===== src/rtl/led_matrix_column_scanner_core_macros.svh =====
// ----------------------------------------------------------------------------
// LED matrix column scanner assertion macros
// Shared concurrent assertion forms, sampled on clk and disabled in reset.
// ----------------------------------------------------------------------------
`ifndef LED_MATRIX_COLUMN_SCANNER_CORE_MACROS_SVH
`define LED_MATRIX_COLUMN_SCANNER_CORE_MACROS_SVH

// Same-cycle implication.
`define LMCS_ASSERT_IMPL(label, ante, cons, msg) \
  label: assert property (@(posedge clk) disable iff (rst) (ante) |-> (cons)) \
    else $error(msg);

// Next-cycle implication.
`define LMCS_ASSERT_NEXT(label, ante, cons, msg) \
  label: assert property (@(posedge clk) disable iff (rst) (ante) |=> (cons)) \
    else $error(msg);

`endif


===== src/rtl/lmcs_pkg.sv =====
// ----------------------------------------------------------------------------
// LED matrix column scanner package
// Opcodes and the command record passed from the front end to the back end.
// ----------------------------------------------------------------------------
package lmcs_pkg;

  typedef enum logic [2:0] {
    OP_TICK      = 3'd0,
    OP_SET       = 3'd1,
    OP_LOAD      = 3'd2,
    OP_CLR_PLANE = 3'd3,
    OP_CLR_BOTH  = 3'd4
  } opcode_t;

  localparam int unsigned MaskWidth = 64;
  localparam int unsigned RowBits   = 8;

  typedef struct packed {
    opcode_t                op;
    logic                   color;
    logic [2:0]             row;
    logic [2:0]             column;
    logic                   value;
    logic [MaskWidth-1:0]   plane_mask;
  } cmd_t;

  typedef struct packed {
    logic empty;
    logic full;
  } queue_status_t;

endpackage


===== src/rtl/lmcs_if.sv =====
// ----------------------------------------------------------------------------
// LED matrix column scanner channels
// Valid/ready interfaces for the command input and the column result output.
// ----------------------------------------------------------------------------
interface lmcs_in_if;
  logic        valid;
  logic        ready;
  logic [2:0]  opcode;
  logic        color;
  logic [2:0]  row;
  logic [2:0]  column;
  logic        value;
  logic [63:0] plane_mask;

  modport source (output valid, opcode, color, row, column, value, plane_mask,
                  input ready);
  modport sink (input valid, opcode, color, row, column, value, plane_mask,
                output ready);
endinterface

interface lmcs_out_if;
  logic       valid;
  logic       ready;
  logic [2:0] active_column;
  logic       column_enable;
  logic [7:0] red_rows;
  logic [7:0] blue_rows;

  modport source (output valid, active_column, column_enable, red_rows, blue_rows,
                  input ready);
  modport sink (input valid, active_column, column_enable, red_rows, blue_rows,
                output ready);
endinterface


===== src/rtl/lmcs_front.sv =====
// ----------------------------------------------------------------------------
// LED matrix column scanner front end
// Accepts input items, drops unused opcodes and off-grid squares, queues the rest.
// ----------------------------------------------------------------------------
module lmcs_front #(
  parameter int unsigned GRID_SIZE = 8
) (
  lmcs_in_if.sink              item,
  input  lmcs_pkg::queue_status_t q_stat,
  output logic                 push,
  output lmcs_pkg::cmd_t       cmd
);

  logic keep;
  logic in_grid;

  assign in_grid = (32'(item.row) < GRID_SIZE) && (32'(item.column) < GRID_SIZE);

  always_comb begin
    unique case (item.opcode)
      lmcs_pkg::OP_TICK, lmcs_pkg::OP_LOAD,
      lmcs_pkg::OP_CLR_PLANE, lmcs_pkg::OP_CLR_BOTH: keep = 1'b1;
      lmcs_pkg::OP_SET: keep = in_grid;
      default: keep = 1'b0;
    endcase
  end

  assign item.ready = !q_stat.full;
  assign push       = item.valid && !q_stat.full && keep;

  assign cmd.op         = lmcs_pkg::opcode_t'(item.opcode);
  assign cmd.color      = item.color;
  assign cmd.row        = item.row;
  assign cmd.column     = item.column;
  assign cmd.value      = item.value;
  assign cmd.plane_mask = item.plane_mask;

endmodule


===== src/rtl/lmcs_queue.sv =====
// ----------------------------------------------------------------------------
// LED matrix column scanner command queue
// Two-entry FIFO between the front end and the back end.
// ----------------------------------------------------------------------------
module lmcs_queue (
  input  logic                    clk,
  input  logic                    rst,
  input  logic                    push,
  input  lmcs_pkg::cmd_t          push_data,
  input  logic                    pop,
  output lmcs_pkg::cmd_t          pop_data,
  output lmcs_pkg::queue_status_t q_stat
);

  lmcs_pkg::cmd_t entries [2];
  logic           wr_ptr;
  logic           rd_ptr;
  logic [1:0]     count;

  assign q_stat.empty = (count == 2'd0);
  assign q_stat.full  = (count == 2'd2);
  assign pop_data     = entries[rd_ptr];

  always_ff @(posedge clk) begin
    if (push) begin
      entries[wr_ptr] <= push_data;
    end
  end

  always_ff @(posedge clk) begin
    if (rst) begin
      wr_ptr <= 1'b0;
      rd_ptr <= 1'b0;
      count  <= 2'd0;
    end else begin
      if (push) begin
        wr_ptr <= !wr_ptr;
      end
      if (pop) begin
        rd_ptr <= !rd_ptr;
      end
      if (push && !pop) begin
        count <= count + 2'd1;
      end else if (pop && !push) begin
        count <= count - 2'd1;
      end
    end
  end

endmodule


===== src/rtl/lmcs_back.sv =====
// ----------------------------------------------------------------------------
// LED matrix column scanner back end
// Holds both frames and the scan pointer, runs commands, searches one column
// per cycle on a tick and registers the column result.
// ----------------------------------------------------------------------------
module lmcs_back #(
  parameter int unsigned GRID_SIZE = 8
) (
  input  logic                    clk,
  input  logic                    rst,
  input  lmcs_pkg::queue_status_t q_stat,
  input  lmcs_pkg::cmd_t          cmd,
  output logic                    pop,
  lmcs_out_if.source              result
);

  localparam int unsigned CW = $clog2(GRID_SIZE);
  localparam int unsigned RN = (GRID_SIZE < 8) ? GRID_SIZE : 8;

  typedef enum logic [1:0] {S_IDLE, S_SEARCH, S_EMIT} state_t;

  state_t                 state;
  logic [GRID_SIZE-1:0]   red_frame  [GRID_SIZE];
  logic [GRID_SIZE-1:0]   blue_frame [GRID_SIZE];
  logic [CW-1:0]          scan;
  logic [CW-1:0]          scan_next;
  logic [GRID_SIZE-1:0]   red_col;
  logic [GRID_SIZE-1:0]   blue_col;
  logic [GRID_SIZE+7:0]   red_ext;
  logic [GRID_SIZE+7:0]   blue_ext;
  logic [CW+2:0]          scan_ext;
  logic                   col_lit;
  logic                   at_last;
  logic                   out_valid;
  logic [2:0]             out_column;
  logic                   out_enable;
  logic [7:0]             out_red;
  logic [7:0]             out_blue;

  always_comb begin
    for (int r = 0; r < GRID_SIZE; r++) begin
      red_col[r]  = red_frame[r][scan];
      blue_col[r] = blue_frame[r][scan];
    end
  end

  assign col_lit   = |(red_col | blue_col);
  assign at_last   = (scan == CW'(GRID_SIZE - 1));
  assign scan_next = at_last ? '0 : scan + CW'(1);
  assign red_ext   = (GRID_SIZE + 8)'(red_col);
  assign blue_ext  = (GRID_SIZE + 8)'(blue_col);
  assign scan_ext  = (CW + 3)'(scan);

  assign pop = (state == S_IDLE) && !q_stat.empty;

  assign result.valid         = out_valid;
  assign result.active_column = out_column;
  assign result.column_enable = out_enable;
  assign result.red_rows      = out_red;
  assign result.blue_rows     = out_blue;

  always_ff @(posedge clk) begin
    if (rst) begin
      state     <= S_IDLE;
      scan      <= '0;
      out_valid <= 1'b0;
      for (int r = 0; r < GRID_SIZE; r++) begin
        red_frame[r]  <= '0;
        blue_frame[r] <= '0;
      end
    end else begin
      // the emit state reloads the output register itself
      if (result.valid && result.ready && state != S_EMIT) begin
        out_valid <= 1'b0;
      end
      unique case (state)
        S_IDLE: begin
          if (pop) begin
            case (cmd.op)
              lmcs_pkg::OP_TICK: begin
                scan  <= scan_next;
                state <= S_SEARCH;
              end
              lmcs_pkg::OP_SET: begin
                for (int r = 0; r < GRID_SIZE; r++) begin
                  for (int c = 0; c < GRID_SIZE; c++) begin
                    if (32'(cmd.row) == r && 32'(cmd.column) == c) begin
                      if (cmd.color) begin
                        blue_frame[r][c] <= cmd.value;
                      end else begin
                        red_frame[r][c] <= cmd.value;
                      end
                    end
                  end
                end
              end
              lmcs_pkg::OP_LOAD: begin
                for (int r = 0; r < RN; r++) begin
                  for (int c = 0; c < RN; c++) begin
                    if (cmd.color) begin
                      blue_frame[r][c] <= cmd.plane_mask[r*8+c];
                    end else begin
                      red_frame[r][c] <= cmd.plane_mask[r*8+c];
                    end
                  end
                end
              end
              lmcs_pkg::OP_CLR_PLANE: begin
                for (int r = 0; r < GRID_SIZE; r++) begin
                  if (cmd.color) begin
                    blue_frame[r] <= '0;
                  end else begin
                    red_frame[r] <= '0;
                  end
                end
              end
              lmcs_pkg::OP_CLR_BOTH: begin
                for (int r = 0; r < GRID_SIZE; r++) begin
                  red_frame[r]  <= '0;
                  blue_frame[r] <= '0;
                end
              end
              default: begin
              end
            endcase
          end
        end
        S_SEARCH: begin
          // stop on a lit column or at the last column, else advance
          if (col_lit || at_last) begin
            state <= S_EMIT;
          end else begin
            scan <= scan_next;
          end
        end
        S_EMIT: begin
          if (!out_valid || result.ready) begin
            out_valid  <= 1'b1;
            out_column <= scan_ext[2:0];
            out_enable <= col_lit;
            out_red    <= red_ext[7:0];
            out_blue   <= blue_ext[7:0];
            state      <= S_IDLE;
          end
        end
        default: state <= S_IDLE;
      endcase
    end
  end

endmodule


===== src/rtl/led_matrix_column_scanner_core.sv =====
// ----------------------------------------------------------------------------
// LED matrix column scanner core
// Two-colour column-multiplexed LED matrix driver with a decoupled command
// front end and a frame/scan back end.
// ----------------------------------------------------------------------------
// Usage:
//   item   : valid/ready command channel. Opcodes tick, set square, load plane,
//            clear plane and clear both. Unused opcodes and squares off the
//            grid are dropped on acceptance with no result.
//   result : valid/ready channel, one transaction per tick carrying the
//            active column, its enable and its red and blue row bits.
//   A two-entry queue sits between the front end and the back end, so items
//   keep being accepted while the back end works or the result waits.
//   Write commands are run in the back end's idle state. A tick is issued from
//   the idle state, then the search examines one column per cycle (1 to
//   GRID_SIZE columns) and the emit state loads the output register. The
//   back end takes no new command until that result is loaded, so the
//   one-column-per-cycle search and a stalled receiver set the tick rate.
//   Reset clears both frames, sets the scan column to 0 and empties the queue.
//   A stalled receiver holds the result; the back end waits at the output
//   register and the queue fills, after which item.ready drops.
// ----------------------------------------------------------------------------
`include "led_matrix_column_scanner_core_macros.svh"

module led_matrix_column_scanner_core #(
  parameter int unsigned GRID_SIZE = 8
) (
  input  logic        clk,
  input  logic        rst,
  lmcs_in_if.sink     item,
  lmcs_out_if.source  result
);

  lmcs_pkg::queue_status_t q_stat;
  lmcs_pkg::cmd_t          push_cmd;
  lmcs_pkg::cmd_t          pop_cmd;
  logic                    push;
  logic                    pop;

  lmcs_front #(.GRID_SIZE(GRID_SIZE)) u_front (
    .item   (item),
    .q_stat (q_stat),
    .push   (push),
    .cmd    (push_cmd)
  );

  lmcs_queue u_queue (
    .clk       (clk),
    .rst       (rst),
    .push      (push),
    .push_data (push_cmd),
    .pop       (pop),
    .pop_data  (pop_cmd),
    .q_stat    (q_stat)
  );

  lmcs_back #(.GRID_SIZE(GRID_SIZE)) u_back (
    .clk    (clk),
    .rst    (rst),
    .q_stat (q_stat),
    .cmd    (pop_cmd),
    .pop    (pop),
    .result (result)
  );

  `LMCS_ASSERT_IMPL(a_no_overflow, push, !q_stat.full, "push into full queue")
  `LMCS_ASSERT_IMPL(a_no_underflow, pop, !q_stat.empty, "pop from empty queue")
  `LMCS_ASSERT_IMPL(a_dark_rows, result.valid && !result.column_enable,
    result.red_rows == 8'd0 && result.blue_rows == 8'd0, "dark column shows rows")
  `LMCS_ASSERT_IMPL(a_dark_last, result.valid && !result.column_enable,
    result.active_column == 3'(GRID_SIZE - 1), "dark column is not the last")

endmodule


===== src/flat_wrapper.sv =====
// flat-port wrapper written by rule: the top's interface ports become plain ports
module led_matrix_column_scanner_core_flat 
#(
  parameter int unsigned GRID_SIZE = 8
)
  (clk, rst, item_valid, item_opcode, item_color, item_row, item_column, item_value, item_plane_mask, item_ready, result_valid, result_active_column, result_column_enable, result_red_rows, result_blue_rows, result_ready);
  lmcs_in_if item_i ();
  lmcs_out_if result_i ();
  input  logic clk;
  input  logic rst;
  input wire logic [$bits(item_i.valid)-1:0] item_valid;
  input wire logic [$bits(item_i.opcode)-1:0] item_opcode;
  input wire logic [$bits(item_i.color)-1:0] item_color;
  input wire logic [$bits(item_i.row)-1:0] item_row;
  input wire logic [$bits(item_i.column)-1:0] item_column;
  input wire logic [$bits(item_i.value)-1:0] item_value;
  input wire logic [$bits(item_i.plane_mask)-1:0] item_plane_mask;
  output wire logic [$bits(item_i.ready)-1:0] item_ready;
  output wire logic [$bits(result_i.valid)-1:0] result_valid;
  output wire logic [$bits(result_i.active_column)-1:0] result_active_column;
  output wire logic [$bits(result_i.column_enable)-1:0] result_column_enable;
  output wire logic [$bits(result_i.red_rows)-1:0] result_red_rows;
  output wire logic [$bits(result_i.blue_rows)-1:0] result_blue_rows;
  input wire logic [$bits(result_i.ready)-1:0] result_ready;
  assign item_i.valid = item_valid;
  assign item_i.opcode = item_opcode;
  assign item_i.color = item_color;
  assign item_i.row = item_row;
  assign item_i.column = item_column;
  assign item_i.value = item_value;
  assign item_i.plane_mask = item_plane_mask;
  assign item_ready = item_i.ready;
  assign result_valid = result_i.valid;
  assign result_active_column = result_i.active_column;
  assign result_column_enable = result_i.column_enable;
  assign result_red_rows = result_i.red_rows;
  assign result_blue_rows = result_i.blue_rows;
  assign result_i.ready = result_ready;
  led_matrix_column_scanner_core #(.GRID_SIZE(GRID_SIZE)) u_core (.clk(clk), .rst(rst), .item(item_i), .result(result_i));
endmodule

===== config.mk =====
export PLATFORM = sky130hd
export DESIGN_NAME = led_matrix_column_scanner_core_flat
export DESIGN_NICKNAME = d
export VERILOG_FILES = /design/src/rtl/lmcs_pkg.sv /design/src/rtl/lmcs_if.sv /design/src/rtl/lmcs_front.sv /design/src/rtl/lmcs_queue.sv /design/src/rtl/lmcs_back.sv /design/src/rtl/led_matrix_column_scanner_core.sv /design/src/flat_wrapper.sv
export VERILOG_INCLUDE_DIRS = /design/src /design/src/rtl
export SDC_FILE = /design/constraint.sdc
export NUM_CORES = 1
export LEC_CHECK = 0
export BUFFER_PORTS_ARGS = -buffer_cell sky130_fd_sc_hd__buf_2
export CORE_MARGIN = 4
export CORE_UTILIZATION = 30
export CTS_BUF_LIST = sky130_fd_sc_hd__clkbuf_2 sky130_fd_sc_hd__clkbuf_4 sky130_fd_sc_hd__clkbuf_8
export DETAILED_ROUTE_END_ITERATION = 12
export GPL_TIMING_DRIVEN = 0
export PLACE_DENSITY = 0.44
export SYNTH_ARGS = -nofsm -noshare
export SYNTH_HDL_FRONTEND = slang
export SYNTH_SLANG_ARGS = --single-unit

===== constraint.sdc =====
create_clock -name clk -period 8.42 [get_ports clk]
set_input_delay 0.421 -clock clk [delete_from_list [all_inputs] [get_ports clk]]
set_output_delay 0.421 -clock clk [all_outputs]
set_load 0.1 [all_outputs]

## Word-level counts from Yosys, hierarchy flattened

Memories as Yosys holds them, arrays and structs flattened. A register that Yosys moved wholly into a read port is not among the register bits.
Index checks and enable logic that the tools add are counted.

- Bits in registers: 30
- Bits in writable memories: 278
- Word-level logic and storage cells: 2017
- Bits of input ports: 79
- Memories kept: 3

- Reduce and logical (&&, ||, !) cells: 93
- $add $sub $neg: 3
- Eq/ne operators: 32
- Mux-type cells: 1361
- $lt $le $gt $ge: 1
- Bitwise logic cells: 514

Memories:

| memory | depth | width | rd ports | clocked after memory_dff | write ports | line | source |
|---|---|---|---|---|---|---|---|
| u_core.u_queue.entries | 2 | 75 | 1 | 1 | 1 | lmcs_queue.sv:15 | `lmcs_pkg::cmd_t entries [2];` |
| u_core.u_back.blue_frame | 8 | 8 | 8 | 0 | 8 | lmcs_back.sv:24 | `logic [GRID_SIZE-1:0] blue_frame [GRID_SIZE];` |
| u_core.u_back.red_frame | 8 | 8 | 8 | 0 | 8 | lmcs_back.sv:23 | `logic [GRID_SIZE-1:0] red_frame [GRID_SIZE];` |

Operators with widths:

| kind | number |
|---|---|
| $mux 1 | 1333 |
| $or 1x1->1 | 512 |
| $logic_and 1x1->1 | 71 |
| $bmux 1 s3 | 16 |
| $eq 3x3->1 const B | 11 |
| $eq 3x2->1 const B | 8 |
| $eq 3x1->1 const B | 4 |
| $logic_not 3->1 | 4 |
| $mux 2 | 6 |
| $mux 3 | 4 |
| $ne 2x2->1 const B | 4 |
| $or 8x8->8 | 1 |
| $reduce_and 4->1 | 2 |
| $reduce_or 8->1 | 1 |
| $logic_not 1->1 | 7 |
| $pmux 2 s3 | 1 |
| $pmux 3 s2 | 1 |
| $reduce_or 5->1 | 1 |
| $eq 2x2->1 const B | 2 |
| $logic_not 2->1 | 2 |
| $lt 3x4->1 const B | 1 |
| $ne 2x1->1 const B | 2 |
| $reduce_bool 2->1 | 2 |
| $add 3x1->3 const B | 1 |
| 6 further kinds | 7 |

## Logic depth before layout (Yosys ltp)

- Depth after elaboration: 12
- Gate-level depth with buffers: 11
- Gate-level depth less buffers: 7

## Hierarchy

From an unflattened synthesis, not the netlist that was laid out.

- Cell total of the unflattened synthesis: 1101
- Area, all modules: 14645.3 um^2

By module, submodules not included:

| module | times used | cells each | area each (um^2) | seq. area each (um^2) |
|---|---|---|---|---|
| lmcs_back | 1 | 768 | 8436.8 | 4404.2 |
| lmcs_queue | 1 | 255 | 5630.4 | 4604.4 |
| lmcs_front | 1 | 78 | 578.1 | 0.0 |

## Worst setup path before layout

Ideal clock, no wire load.

- Kind: register to register
- From: register u_core.u_queue.count[0]
- To: memory u_core.u_queue.entries[0][0] (netlist name) (enable)
- Period minus slack after synthesis: 5174 ps
- Arrival time: 4665 ps
- Stages on the path, launching flop included: 4
- Path slack: 3246 ps
- Path buffers: 0
- Cell sequence: dfxtp_1 nand2b_1 nand3_1 nor2_1

- Longest elaborated chain between the ends: 6

RTL lines:

| item | line | source |
|---|---|---|
| start, declared | lmcs_queue.sv:18 | `logic [1:0] count;` |
| start signal, assigned | lmcs_queue.sv:43 | `count <= count + 2'd1;` |
| start signal, assigned | lmcs_queue.sv:45 | `count <= count - 2'd1;` |
| $eq 2x2->1 | lmcs_queue.sv:21 | `assign q_stat.full = (count == 2'd2);` |
| $logic_not 1->1 | n/a |  |
| net item_ready | flat_wrapper.sv:18 | `output wire logic [$bits(item_i.ready)-1:0] item_ready;` |
| $logic_and 1x1->1 (2 in a row) | lmcs_front.sv:29 | `assign push = item.valid && !q_stat.full && keep;` |
| $mux 1 | lmcs_queue.sv:25 | `if (push) begin` |
| $mux 1 (not written as such) | lmcs_queue.sv:26 | `entries[wr_ptr] <= push_data;` |
| end, declared | lmcs_queue.sv:15 |  |

The timed path passes the listed nets, and every way through them passes these cells.

==> reports/results.txt <==
Die H = 225.8 um
largest net degree at the start of global routing = 30
Tightest Pin Transition = 1.322 ns
slew margin rel. = 11.52%
IO Count = 101
ys async rst share = 0%
Placer Congestion = 0.8578
via count = 9,982
maximum VDD drop = 0.0001118 V
hold slack = 0.1493 ns
CTS tree = built
Setup Skew = 0.04228 ns
Syn Nets = 1,143
hold path depth = 3
Startpoint Class = flop
Via-to-Cell Ratio = 5.119
clock share of power = 31.4%
Power Density = 250.4 nW/um^2
Final Hold Violating Endpoints = 0
clock transition at the registers of the reported paths = 0.06 ns
combinational power share = 23.7%
Slew Viols, Final = 0
final WL = 43,730 um
Die Wd = 225.8 um
clock sinks = 309
Sw Share = 31.87%
Final ANT Viol Nets = 0
RSZ-0062 raised after global routing = no
IO Port Bufs = 100
NetSw = 0.001389 W
worst-case reg-to-reg path depth = 9
Worst Hold Class = primary input to flop
first-pass GRT wire length = 64,800 um
vias in the first global route = 9,987
Tcrit/Tclk final = 43.52%
Pre-antenna DRT Iters = 5
initial antenna violation count = 1
total power = 0.004359 W
clock buffer depth = 3
Clk Latency, worst-skew pair = 0.65 ns
cells after synthesis = 1,061
Crit Path Class = flop to flop
fmax = 272.9 MHz
Root Driver = clkbuf_8
cell row count = 79
max-cap viol count = 0
post-route setup TNS = 0 ns
Final Setup Violations = 0
crit path capture type = flop
die area = 50,990 um^2
core area = 46,750 um^2
register share of total power = 44.9%
Yosys cell types = 78
total global routing track utilization = 17.04%
register bit total from synthesis = 309
Critical Path RT = 8.73 ns
Initial DRC Count = 823
average routed wire per standard cell = 22.42 um
HPWL after detailed placement = 31,320 um
Most used DFF post-synth = edfxtp_1
GRT Residual Overflow = 0
area grow syn2layout = 22.32%
Setup Fix Bufs, Post-CTS = 0
status = complete, no violations
DRC viols = 0
Crit Path Max Fanout = 10
Final WS setup = 4.756 ns
Num CTS Buffers = 54
mapped cell area = 14,230 um^2
starting density of the core = 30.44%
internal power = 0.002970 W
synth warn = 0
Leak Pwr = 5.941 nW
layout cells sized above 1 = 20.42%
post-route minimum period = 3.664 ns
Seq/Total Area, Yosys = 63.30%
WP data arrival = 3.98 ns
Final nets = 1,379
pre-CTS setup slack = 4.853 ns
H-tree Lvls = 2
mean post-synth cell area = 13.41 um^2
number of synthesized flops with an enable pin = 282
[final cells by class]
type / instances / area [um^2]
well taps: 607 / 759.5
clock buffers: 66 / 839.6
flip-flops and latches: 309 / 9009
clock inverters: 35 / 212.7
fillers: 4558 / 29350
multi-input cells: 648 / 4755
repair buffers: 180 / 1343
diodes: 1 / 2.502
inverters: 24 / 90.09
plain buffers: 80 / 397.9
[placed cells by master, fill, tap and decap left out, types with 24 or more instances in the layout]
cell type	instances
edfxtp_1	282
o21ai_0	172
mux2i_1	132
buf_2	118
dlygate4sd3_1	75
a21oi_1	64
clkbuf_8	55
clkbuf_1	46
nand2_1	44
o22ai_1	34
nor2_1	32
dfxtp_1	27
inv_1	24
[cell usage after synthesis (8+ instances only)]
cell type,instances,area [um^2]
nand2_1,44,165.2
o21ai_0,172,860.8
mux2i_1,132,1321
dfxtp_1,27,540.5
a21oi_1,64,320.3
buf_2,18,90.09
o22ai_1,34,212.7
nor2_1,34,127.6
inv_1,24,90.09
nand2b_1,8,50.05
edfxtp_1,282,8468
mux4_2,16,360.4
clkbuf_1,46,172.7
[timing repair]
action | CTS | global route
endpoints found under the hold margin | 150 | 0
resized for setup | 0 | 0
endpoints found under the setup margin | 0 | 0
hold buffers | 75 | 0
[stage by stage]
stage / utilization [%] / cells / instance area [um^2]
floorplan: - / 1061 / 14230
global placement: 33.13 / 1768 / 15490
detailed placement: 33.37 / 1773 / 15600
CTS: 37.23 / 1949 / 17410
global route: 37.23 / 1950 / 17410
finish: 37.23 / 1950 / 17410
[state kept, by name (all words and copies together), names as in the netlist, 2 cells and up, named ones only]
name,count
u_core.u_back.blue_frame,64
u_core.u_back.red_frame,64
u_core.u_back.result.active_column,3
u_core.u_back.result.blue_rows,8
u_core.u_back.result.red_rows,8
u_core.u_back.scan,3
u_core.u_back.state,2
u_core.u_queue.count,2
u_core.u_queue.entries,150
[power groups by stage]
stage / registers, W / logic [W] / clock network (W)
2_1_floorplan: 0.00199 / 0.000636 / 0
3_3_place_gp: 0.00200 / 0.000995 / 0
3_5_place_dp: 0.00199 / 0.00101 / 0
4_1_cts: 0.00196 / 0.00104 / 0.00142
5_1_grt: 0.00198 / 0.00112 / 0.00148
6_report: 0.00196 / 0.00103 / 0.00137
[worst max-delay path, stage by stage (launching register included)]
cell	delay, ns
dfxtp_1	0.34
buf_4	0.18
buf_2	0.26
mux2i_1	0.49
nor2_1	0.13
a21o_1	0.26
nor2_1	0.44
clkbuf_1	0.65
clkbuf_1	0.35
o21ai_0	0.25
[layer usage]
metal	global-route usage (%)	up-vias	part of all wire, %
met5	0	-	0
met4	6.224	0	3.1
met3	3.172	87	6.4
met2	26.49	338	45
met1	23.89	4938	46
li1	-	4619	-
[cells by family (layout without fill, tap and decap cells)]
family	Yosys count	after routing	share of synthesized area (%)
AO/OA/AOI/OAI	326	326	13.66
flip-flops	309	309	63.30
AND/OR/NAND/NOR	157	157	6.445
multiplexers	156	156	12.53
buffers and inverters	104	385	3.429
XOR/XNOR	6	6	0.3693
adder cells (fa/ha/maj)	3	3	0.2638
other	0	1	0
[worst paths after layout]
check                                                                       end                          startpoint  slack, ns
worst max-delay path                   u_core.u_back.red_frame[0][54]$_DFFE_PP_                                flop       4.76
worst min-delay path                      u_core.u_back.result.valid$_SDFF_PP0_                        result_ready       0.15
worst max register to register         u_core.u_back.red_frame[0][54]$_DFFE_PP_                                flop       4.76
worst min register to register  u_core.u_back.result.active_column[0]$_DFFE_PP_  u_core.u_back.scan[0]$_SDFFE_PP0P_       0.47
Note: power is estimated with default switching activity, not from simulation.
